File: src/vlrc_pkg.sv
// ----------------------------------------------------------------------------
// vlrc_pkg
// Shared constants, types and the rule program of the lighting controller.
// ----------------------------------------------------------------------------
package vlrc_pkg;

    localparam int STACK_DEPTH = 5;
    localparam int NUM_LAMPS   = 4;
    localparam int ENTRY_DEPTH = NUM_LAMPS * STACK_DEPTH;
    localparam int ENTRY_AW    = $clog2(ENTRY_DEPTH);
    localparam int FILL_W      = $clog2(STACK_DEPTH + 1);
    localparam int ENTRY_W     = 3;
    localparam int HOLD_W      = 20;
    localparam int SAMPLE_W    = 10;
    localparam int CFG_IDX_W   = 1;
    localparam int NUM_OPS     = 20;
    localparam int OP_PC_W     = $clog2(NUM_OPS);

    localparam logic [SAMPLE_W-1:0] SAMPLE_MAX   = '1;
    localparam logic [HOLD_W-1:0]   HOLD_RESET   = 20'd60000;
    localparam logic [SAMPLE_W-1:0] SAMPLE_RESET = 10'd50;

    localparam logic [CFG_IDX_W-1:0] CFG_HOLD   = 1'd0;
    localparam logic [CFG_IDX_W-1:0] CFG_SAMPLE = 1'd1;

    localparam logic [1:0] LAMP_HEAD = 2'd0;
    localparam logic [1:0] LAMP_DAY  = 2'd1;
    localparam logic [1:0] LAMP_DOME = 2'd2;
    localparam logic [1:0] LAMP_FOOT = 2'd3;

    localparam logic [1:0] TAG_IGN    = 2'd0;
    localparam logic [1:0] TAG_DOOR   = 2'd1;
    localparam logic [1:0] TAG_LOCK   = 2'd2;
    localparam logic [1:0] TAG_UNLOCK = 2'd3;

    localparam logic [NUM_OPS-1:0] MASK_IGN_RISE    = 20'h00003;
    localparam logic [NUM_OPS-1:0] MASK_IGN_FALL    = 20'h0003C;
    localparam logic [NUM_OPS-1:0] MASK_DOOR_RISE   = 20'h00040;
    localparam logic [NUM_OPS-1:0] MASK_DOOR_FALL   = 20'h00080;
    localparam logic [NUM_OPS-1:0] MASK_LOCK_RISE   = 20'h00700;
    localparam logic [NUM_OPS-1:0] MASK_UNLOCK_RISE = 20'h01800;
    localparam logic [NUM_OPS-1:0] MASK_CHECKS      = 20'h22000;
    localparam logic [NUM_OPS-1:0] MASK_LOCK_EXP    = 20'h1C000;
    localparam logic [NUM_OPS-1:0] MASK_UNLOCK_EXP  = 20'hC0000;

    typedef enum logic [2:0] {
        OP_NONE,
        OP_PUSH,
        OP_PUSH_DARK,
        OP_REMOVE,
        OP_LOCK_ARM,
        OP_UNLOCK_ARM,
        OP_LOCK_CHECK,
        OP_UNLOCK_CHECK
    } op_kind_t;

    typedef struct packed {
        op_kind_t   kind;
        logic [1:0] lamp;
        logic [1:0] tag;
        logic       on;
    } op_t;

    function automatic op_t op_at(input logic [OP_PC_W-1:0] pc);
        op_t op;
        op = '{kind: OP_NONE, lamp: LAMP_HEAD, tag: TAG_IGN, on: 1'b0};
        case (pc)
            5'd0:  op = '{OP_PUSH,         LAMP_DAY,  TAG_IGN,    1'b1};
            5'd1:  op = '{OP_PUSH,         LAMP_FOOT, TAG_IGN,    1'b1};
            5'd2:  op = '{OP_REMOVE,       LAMP_DAY,  TAG_IGN,    1'b0};
            5'd3:  op = '{OP_REMOVE,       LAMP_FOOT, TAG_IGN,    1'b0};
            5'd4:  op = '{OP_PUSH,         LAMP_DOME, TAG_IGN,    1'b1};
            5'd5:  op = '{OP_PUSH,         LAMP_DAY,  TAG_IGN,    1'b1};
            5'd6:  op = '{OP_PUSH_DARK,    LAMP_DOME, TAG_DOOR,   1'b1};
            5'd7:  op = '{OP_PUSH,         LAMP_DOME, TAG_DOOR,   1'b0};
            5'd8:  op = '{OP_LOCK_ARM,     LAMP_DOME, TAG_LOCK,   1'b0};
            5'd9:  op = '{OP_PUSH,         LAMP_DAY,  TAG_LOCK,   1'b0};
            5'd10: op = '{OP_PUSH,         LAMP_HEAD, TAG_LOCK,   1'b1};
            5'd11: op = '{OP_UNLOCK_ARM,   LAMP_HEAD, TAG_UNLOCK, 1'b1};
            5'd12: op = '{OP_PUSH,         LAMP_DOME, TAG_UNLOCK, 1'b1};
            5'd13: op = '{OP_LOCK_CHECK,   LAMP_HEAD, TAG_LOCK,   1'b0};
            5'd14: op = '{OP_REMOVE,       LAMP_HEAD, TAG_LOCK,   1'b0};
            5'd15: op = '{OP_REMOVE,       LAMP_DOME, TAG_LOCK,   1'b0};
            5'd16: op = '{OP_REMOVE,       LAMP_DAY,  TAG_LOCK,   1'b0};
            5'd17: op = '{OP_UNLOCK_CHECK, LAMP_HEAD, TAG_UNLOCK, 1'b0};
            5'd18: op = '{OP_REMOVE,       LAMP_HEAD, TAG_UNLOCK, 1'b0};
            5'd19: op = '{OP_REMOVE,       LAMP_DOME, TAG_UNLOCK, 1'b0};
            default: op = '{OP_NONE,       LAMP_HEAD, TAG_IGN,    1'b0};
        endcase
        return op;
    endfunction

    function automatic logic [ENTRY_AW-1:0] lamp_addr(input logic [1:0] lamp,
                                                      input logic [FILL_W-1:0] idx);
        logic [ENTRY_AW-1:0] base;
        base = ENTRY_AW'(ENTRY_AW'(lamp) * ENTRY_AW'(STACK_DEPTH));
        return base + ENTRY_AW'(idx);
    endfunction

endpackage

File: src/vlrc_ram.sv
// ----------------------------------------------------------------------------
// vlrc_ram
// Generic single-write, single-read RAM with registered read data.
// ----------------------------------------------------------------------------
module vlrc_ram #(
    parameter int WIDTH = 8,
    parameter int DEPTH = 16
) (
    input  logic                     clk,
    input  logic                     wr_en,
    input  logic [$clog2(DEPTH)-1:0] wr_addr,
    input  logic [WIDTH-1:0]         wr_data,
    input  logic                     rd_en,
    input  logic [$clog2(DEPTH)-1:0] rd_addr,
    output logic [WIDTH-1:0]         rd_data
);

    logic [WIDTH-1:0] mem [DEPTH];
    logic [WIDTH-1:0] rd_data_reg;

    always_ff @(posedge clk)
    begin
        if (wr_en)
        begin
            mem[wr_addr] <= wr_data;
        end
        if (rd_en)
        begin
            rd_data_reg <= mem[rd_addr];
        end
    end

    assign rd_data = rd_data_reg;

endmodule

File: src/vehicle_lighting_rule_controller.sv
// ----------------------------------------------------------------------------
// vehicle_lighting_rule_controller
// Debounced switch sampling, rule sequencer over four tagged lamp stacks held
// in one RAM, and lock/unlock hold timers.
//
// channel | dir | handshake        | payload
// s       | in  | s_tvalid/tready  | s_tdata: switch levels
// m       | out | m_tvalid/tready  | m_tdata: lamp drives, hold flags
// cfg     | in  | cfg_wr_en        | cfg_index, cfg_data
//
// A tick reads each entry scanned by a tag removal, moves the top entry into
// each matching slot, and reads the dome top on a door opening; the sequencer
// walks a fixed 20-step rule program and then reads the four stack tops, all
// through the single RAM read port.
// Reset clears fills and timers and resets the sampling state; the RAM needs no clear.
// A finished word waits in the output register while the next tick is taken.
// ----------------------------------------------------------------------------
module vehicle_lighting_rule_controller (
    input  logic       clk,
    input  logic       rst_n,
    input  logic       s_tvalid,
    output logic       s_tready,
    input  logic [7:0] s_tdata,   // ignition_on, door_open, lock_request, unlock_request
    output logic       m_tvalid,
    input  logic       m_tready,
    output logic [7:0] m_tdata,   // headlight, day_light, dome_light, footwell_light,
                                  // lock_hold_running, unlock_hold_running
    input  logic                                 cfg_wr_en,
    input  logic [vlrc_pkg::CFG_IDX_W-1:0]       cfg_index,
    input  logic [vlrc_pkg::HOLD_W-1:0]          cfg_data
);

    import vlrc_pkg::*;

    typedef enum logic [7:0] {
        ST_IDLE     = 8'b0000_0001,
        ST_OP       = 8'b0000_0010,
        ST_REM_CHK  = 8'b0000_0100,
        ST_REM_MOV  = 8'b0000_1000,
        ST_DARK_CHK = 8'b0001_0000,
        ST_OUT_RD   = 8'b0010_0000,
        ST_OUT_CAP  = 8'b0100_0000,
        ST_DONE     = 8'b1000_0000
    } state_t;

    state_t               state_reg, state_next;
    logic [OP_PC_W-1:0]   pc_reg, pc_next;
    logic [NUM_OPS-1:0]   en_reg, en_next;
    logic [FILL_W-1:0]    idx_reg, idx_next;
    logic [1:0]           k_reg, k_next;
    logic [FILL_W-1:0]    fill_reg [NUM_LAMPS];
    logic [FILL_W-1:0]    fill_next [NUM_LAMPS];
    logic [3:0]           prev_reg, prev_next;
    logic [SAMPLE_W-1:0]  tss_reg, tss_next;
    logic                 lock_act_reg, lock_act_next;
    logic                 unlock_act_reg, unlock_act_next;
    logic                 lock_started_reg, lock_started_next;
    logic                 unlock_started_reg, unlock_started_next;
    logic [HOLD_W-1:0]    lock_el_reg, lock_el_next;
    logic [HOLD_W-1:0]    unlock_el_reg, unlock_el_next;
    logic [HOLD_W-1:0]    hold_reg, hold_next;
    logic [SAMPLE_W-1:0]  sample_reg, sample_next;
    logic [3:0]           tops_reg, tops_next;
    logic                 m_tvalid_reg, m_tvalid_next;
    logic [7:0]           m_tdata_reg, m_tdata_next;

    logic                 ram_we;
    logic [ENTRY_AW-1:0]  ram_waddr;
    logic [ENTRY_W-1:0]   ram_wdata;
    logic                 ram_re;
    logic [ENTRY_AW-1:0]  ram_raddr;
    logic [ENTRY_W-1:0]   ram_rdata;

    op_t                  op;
    logic [1:0]           cur_lamp;
    logic [FILL_W-1:0]    cur_fill;
    logic                 push_blocked;
    logic                 last_op;
    logic                 advance;
    logic                 do_push;
    logic                 accept;
    logic [SAMPLE_W-1:0]  tss_inc;
    logic                 due;
    logic [3:0]           lv;
    logic [3:0]           rise;
    logic [3:0]           fall;

    vlrc_ram #(
        .WIDTH (ENTRY_W),
        .DEPTH (ENTRY_DEPTH)
    ) u_ram (
        .clk     (clk),
        .wr_en   (ram_we),
        .wr_addr (ram_waddr),
        .wr_data (ram_wdata),
        .rd_en   (ram_re),
        .rd_addr (ram_raddr),
        .rd_data (ram_rdata)
    );

    assign s_tready = (state_reg == ST_IDLE);
    assign accept   = s_tvalid && s_tready;
    assign m_tvalid = m_tvalid_reg;
    assign m_tdata  = m_tdata_reg;

    assign op       = op_at(pc_reg);
    assign cur_lamp = (state_reg == ST_OUT_RD || state_reg == ST_OUT_CAP) ? k_reg : op.lamp;
    assign cur_fill = fill_reg[cur_lamp];
    assign last_op  = (pc_reg == OP_PC_W'(NUM_OPS - 1));
    assign push_blocked = (lock_act_reg && op.tag == TAG_IGN &&
                           (op.lamp == LAMP_DAY || op.lamp == LAMP_DOME)) ||
                          (cur_fill >= FILL_W'(STACK_DEPTH));

    assign tss_inc = (tss_reg == SAMPLE_MAX) ? tss_reg : tss_reg + 1'b1;
    assign due     = (tss_inc >= sample_reg);
    assign lv      = s_tdata[3:0];
    assign rise    = lv & ~prev_reg;
    assign fall    = ~lv & prev_reg;

    always_comb
    begin
        state_next          = state_reg;
        pc_next             = pc_reg;
        en_next             = en_reg;
        idx_next            = idx_reg;
        k_next              = k_reg;
        fill_next           = fill_reg;
        prev_next           = prev_reg;
        tss_next            = tss_reg;
        lock_act_next       = lock_act_reg;
        unlock_act_next     = unlock_act_reg;
        lock_started_next   = lock_started_reg;
        unlock_started_next = unlock_started_reg;
        lock_el_next        = lock_el_reg;
        unlock_el_next      = unlock_el_reg;
        hold_next           = hold_reg;
        sample_next         = sample_reg;
        tops_next           = tops_reg;
        m_tvalid_next       = m_tvalid_reg;
        m_tdata_next        = m_tdata_reg;
        ram_we              = 1'b0;
        ram_waddr           = lamp_addr(cur_lamp, cur_fill);
        ram_wdata           = {op.tag, op.on};
        ram_re              = 1'b0;
        ram_raddr           = lamp_addr(cur_lamp, idx_reg);
        advance             = 1'b0;
        do_push             = 1'b0;

        if (m_tvalid_reg && m_tready)
        begin
            m_tvalid_next = 1'b0;
        end

        if (cfg_wr_en)
        begin
            case (cfg_index)
                CFG_HOLD:   hold_next   = cfg_data;
                CFG_SAMPLE: sample_next = cfg_data[SAMPLE_W-1:0];
                default:    hold_next   = hold_reg;
            endcase
        end

        case (state_reg)
            ST_IDLE:
            begin
                if (accept)
                begin
                    pc_next             = '0;
                    idx_next            = '0;
                    lock_started_next   = 1'b0;
                    unlock_started_next = 1'b0;
                    en_next             = MASK_CHECKS;
                    state_next          = ST_OP;
                    if (due)
                    begin
                        tss_next  = '0;
                        prev_next = lv;
                        en_next   = MASK_CHECKS
                                  | (rise[0] ? MASK_IGN_RISE    : '0)
                                  | (fall[0] ? MASK_IGN_FALL    : '0)
                                  | (rise[1] ? MASK_DOOR_RISE   : '0)
                                  | (fall[1] ? MASK_DOOR_FALL   : '0)
                                  | (rise[2] ? MASK_LOCK_RISE   : '0)
                                  | (rise[3] ? MASK_UNLOCK_RISE : '0);
                    end
                    else
                    begin
                        tss_next = tss_inc;
                    end
                end
            end
            ST_OP:
            begin
                if (!en_reg[pc_reg])
                begin
                    advance = 1'b1;
                end
                else
                begin
                    case (op.kind)
                        OP_PUSH:
                        begin
                            do_push = 1'b1;
                            advance = 1'b1;
                        end
                        OP_PUSH_DARK:
                        begin
                            if (cur_fill == '0)
                            begin
                                do_push = 1'b1;
                                advance = 1'b1;
                            end
                            else
                            begin
                                ram_re     = 1'b1;
                                ram_raddr  = lamp_addr(cur_lamp, cur_fill - 1'b1);
                                state_next = ST_DARK_CHK;
                            end
                        end
                        OP_REMOVE:
                        begin
                            if (idx_reg < cur_fill)
                            begin
                                ram_re     = 1'b1;
                                state_next = ST_REM_CHK;
                            end
                            else
                            begin
                                advance = 1'b1;
                            end
                        end
                        OP_LOCK_ARM:
                        begin
                            lock_act_next     = 1'b1;
                            lock_el_next      = '0;
                            lock_started_next = 1'b1;
                            do_push           = 1'b1;
                            advance           = 1'b1;
                        end
                        OP_UNLOCK_ARM:
                        begin
                            unlock_act_next     = 1'b1;
                            unlock_el_next      = '0;
                            unlock_started_next = 1'b1;
                            do_push             = 1'b1;
                            advance             = 1'b1;
                        end
                        OP_LOCK_CHECK:
                        begin
                            if (lock_act_reg && !lock_started_reg)
                            begin
                                if (lock_el_reg >= hold_reg)
                                begin
                                    en_next       = en_reg | MASK_LOCK_EXP;
                                    lock_act_next = 1'b0;
                                end
                                else
                                begin
                                    lock_el_next = lock_el_reg + 1'b1;
                                end
                            end
                            advance = 1'b1;
                        end
                        OP_UNLOCK_CHECK:
                        begin
                            if (unlock_act_reg && !unlock_started_reg)
                            begin
                                if (unlock_el_reg >= hold_reg)
                                begin
                                    en_next         = en_reg | MASK_UNLOCK_EXP;
                                    unlock_act_next = 1'b0;
                                end
                                else
                                begin
                                    unlock_el_next = unlock_el_reg + 1'b1;
                                end
                            end
                            advance = 1'b1;
                        end
                        default:
                        begin
                            advance = 1'b1;
                        end
                    endcase
                end
            end
            ST_DARK_CHK:
            begin
                do_push = !ram_rdata[0];
                advance = 1'b1;
            end
            ST_REM_CHK:
            begin
                if (ram_rdata[2:1] == op.tag)
                begin
                    ram_re     = 1'b1;
                    ram_raddr  = lamp_addr(cur_lamp, cur_fill - 1'b1);
                    state_next = ST_REM_MOV;
                end
                else
                begin
                    idx_next   = idx_reg + 1'b1;
                    state_next = ST_OP;
                end
            end
            ST_REM_MOV:
            begin
                ram_we              = 1'b1;
                ram_waddr           = lamp_addr(cur_lamp, idx_reg);
                ram_wdata           = ram_rdata;
                fill_next[cur_lamp] = cur_fill - 1'b1;
                state_next          = ST_OP;
            end
            ST_OUT_RD:
            begin
                ram_re     = (cur_fill != '0);
                ram_raddr  = lamp_addr(cur_lamp, cur_fill - 1'b1);
                state_next = ST_OUT_CAP;
            end
            ST_OUT_CAP:
            begin
                tops_next[k_reg] = (cur_fill != '0) && ram_rdata[0];
                k_next           = k_reg + 1'b1;
                state_next       = (k_reg == 2'd3) ? ST_DONE : ST_OUT_RD;
            end
            ST_DONE:
            begin
                if (!m_tvalid_reg || m_tready)
                begin
                    m_tvalid_next = 1'b1;
                    m_tdata_next  = {2'b00, unlock_act_reg, lock_act_reg, tops_reg};
                    state_next    = ST_IDLE;
                end
            end
            default:
            begin
                state_next = ST_IDLE;
            end
        endcase

        if (do_push && !push_blocked)
        begin
            ram_we              = 1'b1;
            ram_waddr           = lamp_addr(cur_lamp, cur_fill);
            ram_wdata           = {op.tag, op.on};
            fill_next[cur_lamp] = cur_fill + 1'b1;
        end

        if (advance)
        begin
            idx_next = '0;
            pc_next  = pc_reg + 1'b1;
            if (last_op)
            begin
                k_next     = '0;
                state_next = ST_OUT_RD;
            end
            else
            begin
                state_next = ST_OP;
            end
        end
    end

    always_ff @(posedge clk or negedge rst_n)
    begin
        if (!rst_n)
        begin
            state_reg          <= ST_IDLE;
            pc_reg             <= '0;
            en_reg             <= '0;
            idx_reg            <= '0;
            k_reg              <= '0;
            for (int i = 0; i < NUM_LAMPS; i++)
            begin
                fill_reg[i] <= '0;
            end
            prev_reg           <= '0;
            tss_reg            <= SAMPLE_MAX;
            lock_act_reg       <= 1'b0;
            unlock_act_reg     <= 1'b0;
            lock_started_reg   <= 1'b0;
            unlock_started_reg <= 1'b0;
            lock_el_reg        <= '0;
            unlock_el_reg      <= '0;
            hold_reg           <= HOLD_RESET;
            sample_reg         <= SAMPLE_RESET;
            m_tvalid_reg       <= 1'b0;
        end
        else
        begin
            state_reg          <= state_next;
            pc_reg             <= pc_next;
            en_reg             <= en_next;
            idx_reg            <= idx_next;
            k_reg              <= k_next;
            fill_reg           <= fill_next;
            prev_reg           <= prev_next;
            tss_reg            <= tss_next;
            lock_act_reg       <= lock_act_next;
            unlock_act_reg     <= unlock_act_next;
            lock_started_reg   <= lock_started_next;
            unlock_started_reg <= unlock_started_next;
            lock_el_reg        <= lock_el_next;
            unlock_el_reg      <= unlock_el_next;
            hold_reg           <= hold_next;
            sample_reg         <= sample_next;
            m_tvalid_reg       <= m_tvalid_next;
        end
    end

    always_ff @(posedge clk)
    begin
        tops_reg    <= tops_next;
        m_tdata_reg <= m_tdata_next;
    end

`ifndef SYNTHESIS
    a_fill_bound: assert property (@(posedge clk) disable iff (!rst_n)
        fill_reg[0] <= FILL_W'(STACK_DEPTH) && fill_reg[1] <= FILL_W'(STACK_DEPTH) &&
        fill_reg[2] <= FILL_W'(STACK_DEPTH) && fill_reg[3] <= FILL_W'(STACK_DEPTH))
        else $error("lamp stack fill beyond depth");

    a_busy_after_accept: assert property (@(posedge clk) disable iff (!rst_n)
        s_tvalid && s_tready |=> !s_tready)
        else $error("input taken while a tick is in work");

    a_word_from_done: assert property (@(posedge clk) disable iff (!rst_n)
        $rose(m_tvalid) |-> $past(state_reg == ST_DONE))
        else $error("output word raised outside the done step");

    a_lock_started_active: assert property (@(posedge clk) disable iff (!rst_n)
        lock_started_reg |-> lock_act_reg)
        else $error("lock timer marked started but idle");

    a_unlock_started_active: assert property (@(posedge clk) disable iff (!rst_n)
        unlock_started_reg |-> unlock_act_reg)
        else $error("unlock timer marked started but idle");
`endif

endmodule
File: config.mk
export PLATFORM = sky130hd
export DESIGN_NAME = vehicle_lighting_rule_controller
export DESIGN_NICKNAME = d
export VERILOG_FILES = /design/src/vlrc_pkg.sv /design/src/vlrc_ram.sv /design/src/vehicle_lighting_rule_controller.sv
export SDC_FILE = /design/constraint.sdc
export NUM_CORES = 1
export LEC_CHECK = 0
export BUFFER_PORTS_ARGS = -buffer_cell sky130_fd_sc_hd__buf_4
export CORE_ASPECT_RATIO = 0.75
export CORE_MARGIN = 2
export CORE_UTILIZATION = 35
export CTS_CLUSTER_DIAMETER = 120
export CTS_CLUSTER_SIZE = 28
export DETAILED_ROUTE_END_ITERATION = 6
export PLACE_DENSITY = 0.61
export SLEW_MARGIN = 10
export SYNTH_ARGS = -nofsm -noshare
export SYNTH_HDL_FRONTEND = slang
export SYNTH_SLANG_ARGS = --single-unit
File: constraint.sdc
create_clock -name clk -period 10.95 [get_ports clk]
set_input_delay 1.095 -clock clk [delete_from_list [all_inputs] [get_ports clk]]
set_output_delay 1.095 -clock clk [all_outputs]
set_load 0.05 [all_outputs]
==> results.json <==
{
  "outcome": "finished, final reports clean",
  "r2r_slack_ns": 4.16,
  "top_usage_layer": "met1",
  "ctsHoldBuffers": 0,
  "ys_seq_area_share_pct": 44.9,
  "ctsHtreeMaxLevel": 1,
  "dp_worst_setup_slack_ns": 4.16,
  "synth.avg_cell_area_um2": 10.0,
  "grt_max_degree": 85,
  "grt_overflow": 0,
  "vdd_drop_max_mv": 0.184,
  "place_inst": 1654,
  "r2r-start": "pc_reg[1]",
  "die_y_um": 165,
  "fillerInstances": 3355,
  "yosys_warnings": 0,
  "hold_path_depth": 0,
  "clk_pin_slew_ns": 0.11,
  "drive_gt1_share_pct": 10.8,
  "cts_tree": "yes",
  "vias": 8796,
  "core_um2": 33700,
  "powerDensity_nw_per_um2": 256,
  "async_reset_ff_share_pct": 63.7,
  "cp.required_ns": 11.19,
  "cp-start-kind": "flop",
  "timing.setup.tns_ns": 0,
  "rows": 58,
  "drv_cap": 0,
  "slew_viol_final": 0,
  "grt_pass1_vias": 8588,
  "gp_congestion": 0.805,
  "use_met1_pct": 24.8,
  "place.port_buffers": 37,
  "clock.fmax_mhz": 147,
  "synth_xor_area_share_pct": 2.68,
  "drc": 0,
  "crit_type": "flop to flop",
  "cts-root-buf": "clkbuf_16",
  "hold_viol": 0,
  "muxShareOfSynthArea_pct": 7.84,
  "grt_setup_unrepaired": "false",
  "hpwl_um": 20100,
  "synth_cells": 1207,
  "ant_nets": 0,
  "hp-start": "tops_reg[1]",
  "met2_usage_pct": 22.9,
  "final_nets": 1329,
  "slew_headroom_pct": 21.1,
  "hold_class": "flop to flop",
  "antennaDiodeCount": 0,
  "grt_usage_pct": 15.7,
  "worst_pin_slew_ns": 1.16,
  "syn_area_um2": 12100,
  "die_w_um": 218,
  "synth_fa_ha_area_share_pct": 8.39,
  "routed_wirelength_um": 27600,
  "wire_per_inst_um": 16.5,
  "post-route-min-period_ns": 6.79,
  "use_met3_pct": 1.73,
  "period_share_pct": 62.0,
  "die_area_um2": 36000,
  "layoutNonFillerInstCount": 1671,
  "synth_area_leaders": "dfrtp_1 (22%), edfxtp_1 (18%), ha_1 (7.9%), mux2i_1 (5.4%), dfstp_2 (4.6%)",
  "synth_compound_gate_area_share_pct": 14.4,
  "p_leak_nw": 5.76,
  "drtIter0Drc": 549,
  "grt_pass1_wl_um": 45800,
  "ctsLongestPathBuffers": 3,
  "setup_violations": 0,
  "start_util_pct": 35.8,
  "crit_fanout": 24,
  "synth_top_area_share_pct": 22.2,
  "top_register": "u_ram.mem",
  "yosys.area_share.simple_pct": 17.5,
  "synth_top_family_by_area": "simple AND/OR/NAND/NOR gates",
  "antenna_found_initial": 0,
  "arrival_ns": 7.03,
  "timing.final.ws_setup_ns": 4.16,
  "synth_cell_types": 86,
  "postCtsResizedCells": 0,
  "drt-pass1-iter-count": 5,
  "r2r_cells": 17,
  "cts_setup_buffers": 0,
  "ys_ff_latch": 201,
  "r2r_end": "u_ram.rd_data[0]",
  "synth_top_area_cell": "dfrtp_1",
  "vias_per_cell": 5.26,
  "synth_top_flop_cell": "dfrtp_1",
  "io_pins": 44,
  "syn2layout_area_growth_pct": 8.35,
  "hold_slack_ns": 0.427,
  "cts_made_buffers": 11,
  "skew_ns": 0.0282,
  "largest_register_ffs": 60,
  "clkSinkCount": 201,
  "worstHoldEndpoint": "m_tdata[1]",
  "synth-edff-count": 73,
  "critPathCaptureType": "flop",
  "clk_latency_ns": 0.48
}
-- Yosys cell counts (all sizes together) (5+ instances only) --
cell     number
nand2       138
dfrtp       107
ha           76
edfxtp       73
inv          73
nor2         70
mux2i        67
o21ai        64
a21oi        61
clkbuf       36
nand2b       36
and2         33
a21o         28
xor2         24
and3         23
mux2         23
dfstp        21
nand3        20
o22ai        20
nor3         15
buf          14
xnor2        13
nor2b        12
nand4        11
nor3b        11
or3          10
nand3b        9
o2111ai       9
a211oi        8
nor4          8
o31ai         8
o211ai        7
a31oi         6
o41ai         6
a31o          5
o21a          5
or2           5
-- where the power goes --
| group | switching [W] | internal [W] |
|---|---|---|
| registers | 0.0000963 | 0.000935 |
| logic | 0.00117 | 0.000692 |
| clock network | 0.000255 | 0.000194 |
-- layer usage --
metal | wire length [um] | vias up | part of all wire (%)
met5 | 0 | - | 0
met1 | 15000 | 4256 | 54
met4 | 405 | 0 | 1.5
li1 | - | 4327 | -
met2 | 11200 | 194 | 41
met3 | 993 | 19 | 3.6
-- layout make-up --
class                           count  area [um^2]  share of cell area (%)
Inverter                           74          282                    2.15
Sequential cell                   201         5420                    41.4
Clock buffer                       15          290                    2.22
Clock inverter                      2         25.0                   0.191
Multi-Input combinational cell    883         6150                    47.0
Tap cell                          450          563                    4.30
Timing Repair Buffer               46          349                    2.67
-- worst max-delay path by stage --
| stage | startpoint | endpoint | slack, ns |
|---|---|---|---|
| after floorplan | pc_reg[1] | u_ram.rd_data[1] | 5.93 |
| after global placement | pc_reg[1] | u_ram.rd_data[0] | 4.29 |
| after detailed placement | pc_reg[1] | u_ram.rd_data[0] | 4.16 |
| after CTS | pc_reg[1] | u_ram.rd_data[0] | 4.17 |
| after global routing | pc_reg[1] | u_ram.rd_data[0] | 3.56 |
| final | pc_reg[1] | u_ram.rd_data[0] | 4.16 |
-- per-stage QoR --
stage	utilization, %	instance area (um^2)	total power, W
after floorplan	-	12100	0.00244
after global placement	37.8	12800	0.00285
after detailed placement	37.8	12800	0.00289
after CTS	38.8	13100	0.00334
after global routing	38.8	13100	0.00359
final	38.8	13100	0.00334
-- worst max-delay path: stages, from the launching register on --
cell and delay (ns):
dfrtp_1 0.75, inv_1 0.20, ha_1 0.35, and2_1 0.15, o31ai_1 0.46, o31a_1 0.78, inv_4 0.24, a221oi_1 0.39
a21oi_1 0.19, ha_1 0.41, fa_1 0.46, xnor2_1 0.21, xnor2_1 0.13, mux2i_4 0.89, mux2i_1 0.30, o22ai_1 0.14
nor4_1 0.40, o21ai_1 0.10
-- cells by family after synthesis --
family,Yosys count
and+or+nand+nor,414
AOI/OAI and AO/OA,260
DFF,201
buffers and inverters,124
muxes,90
adders and majority gates,80
xor gates and xnor gates,37
other,1
-- layout by cell type, fill, tap and decap left out, types with 13 or more instances in the layout --
cell type and instances:
buf_4 45, mux2_2 23, ha_1 76, o22ai_1 20
dfstp_2 21, and2_1 33, nor2_1 68, nor3_1 14
nand3_1 20, xnor2_1 13, nand2b_1 36, o21ai_0 56
a21oi_1 60, dfrtp_1 107, mux2i_1 65, and3_1 23
nand2_1 138, inv_1 71, xor2_1 24, a21o_1 28
edfxtp_1 73
No activity file was read; power rests on OpenSTA's default activity.
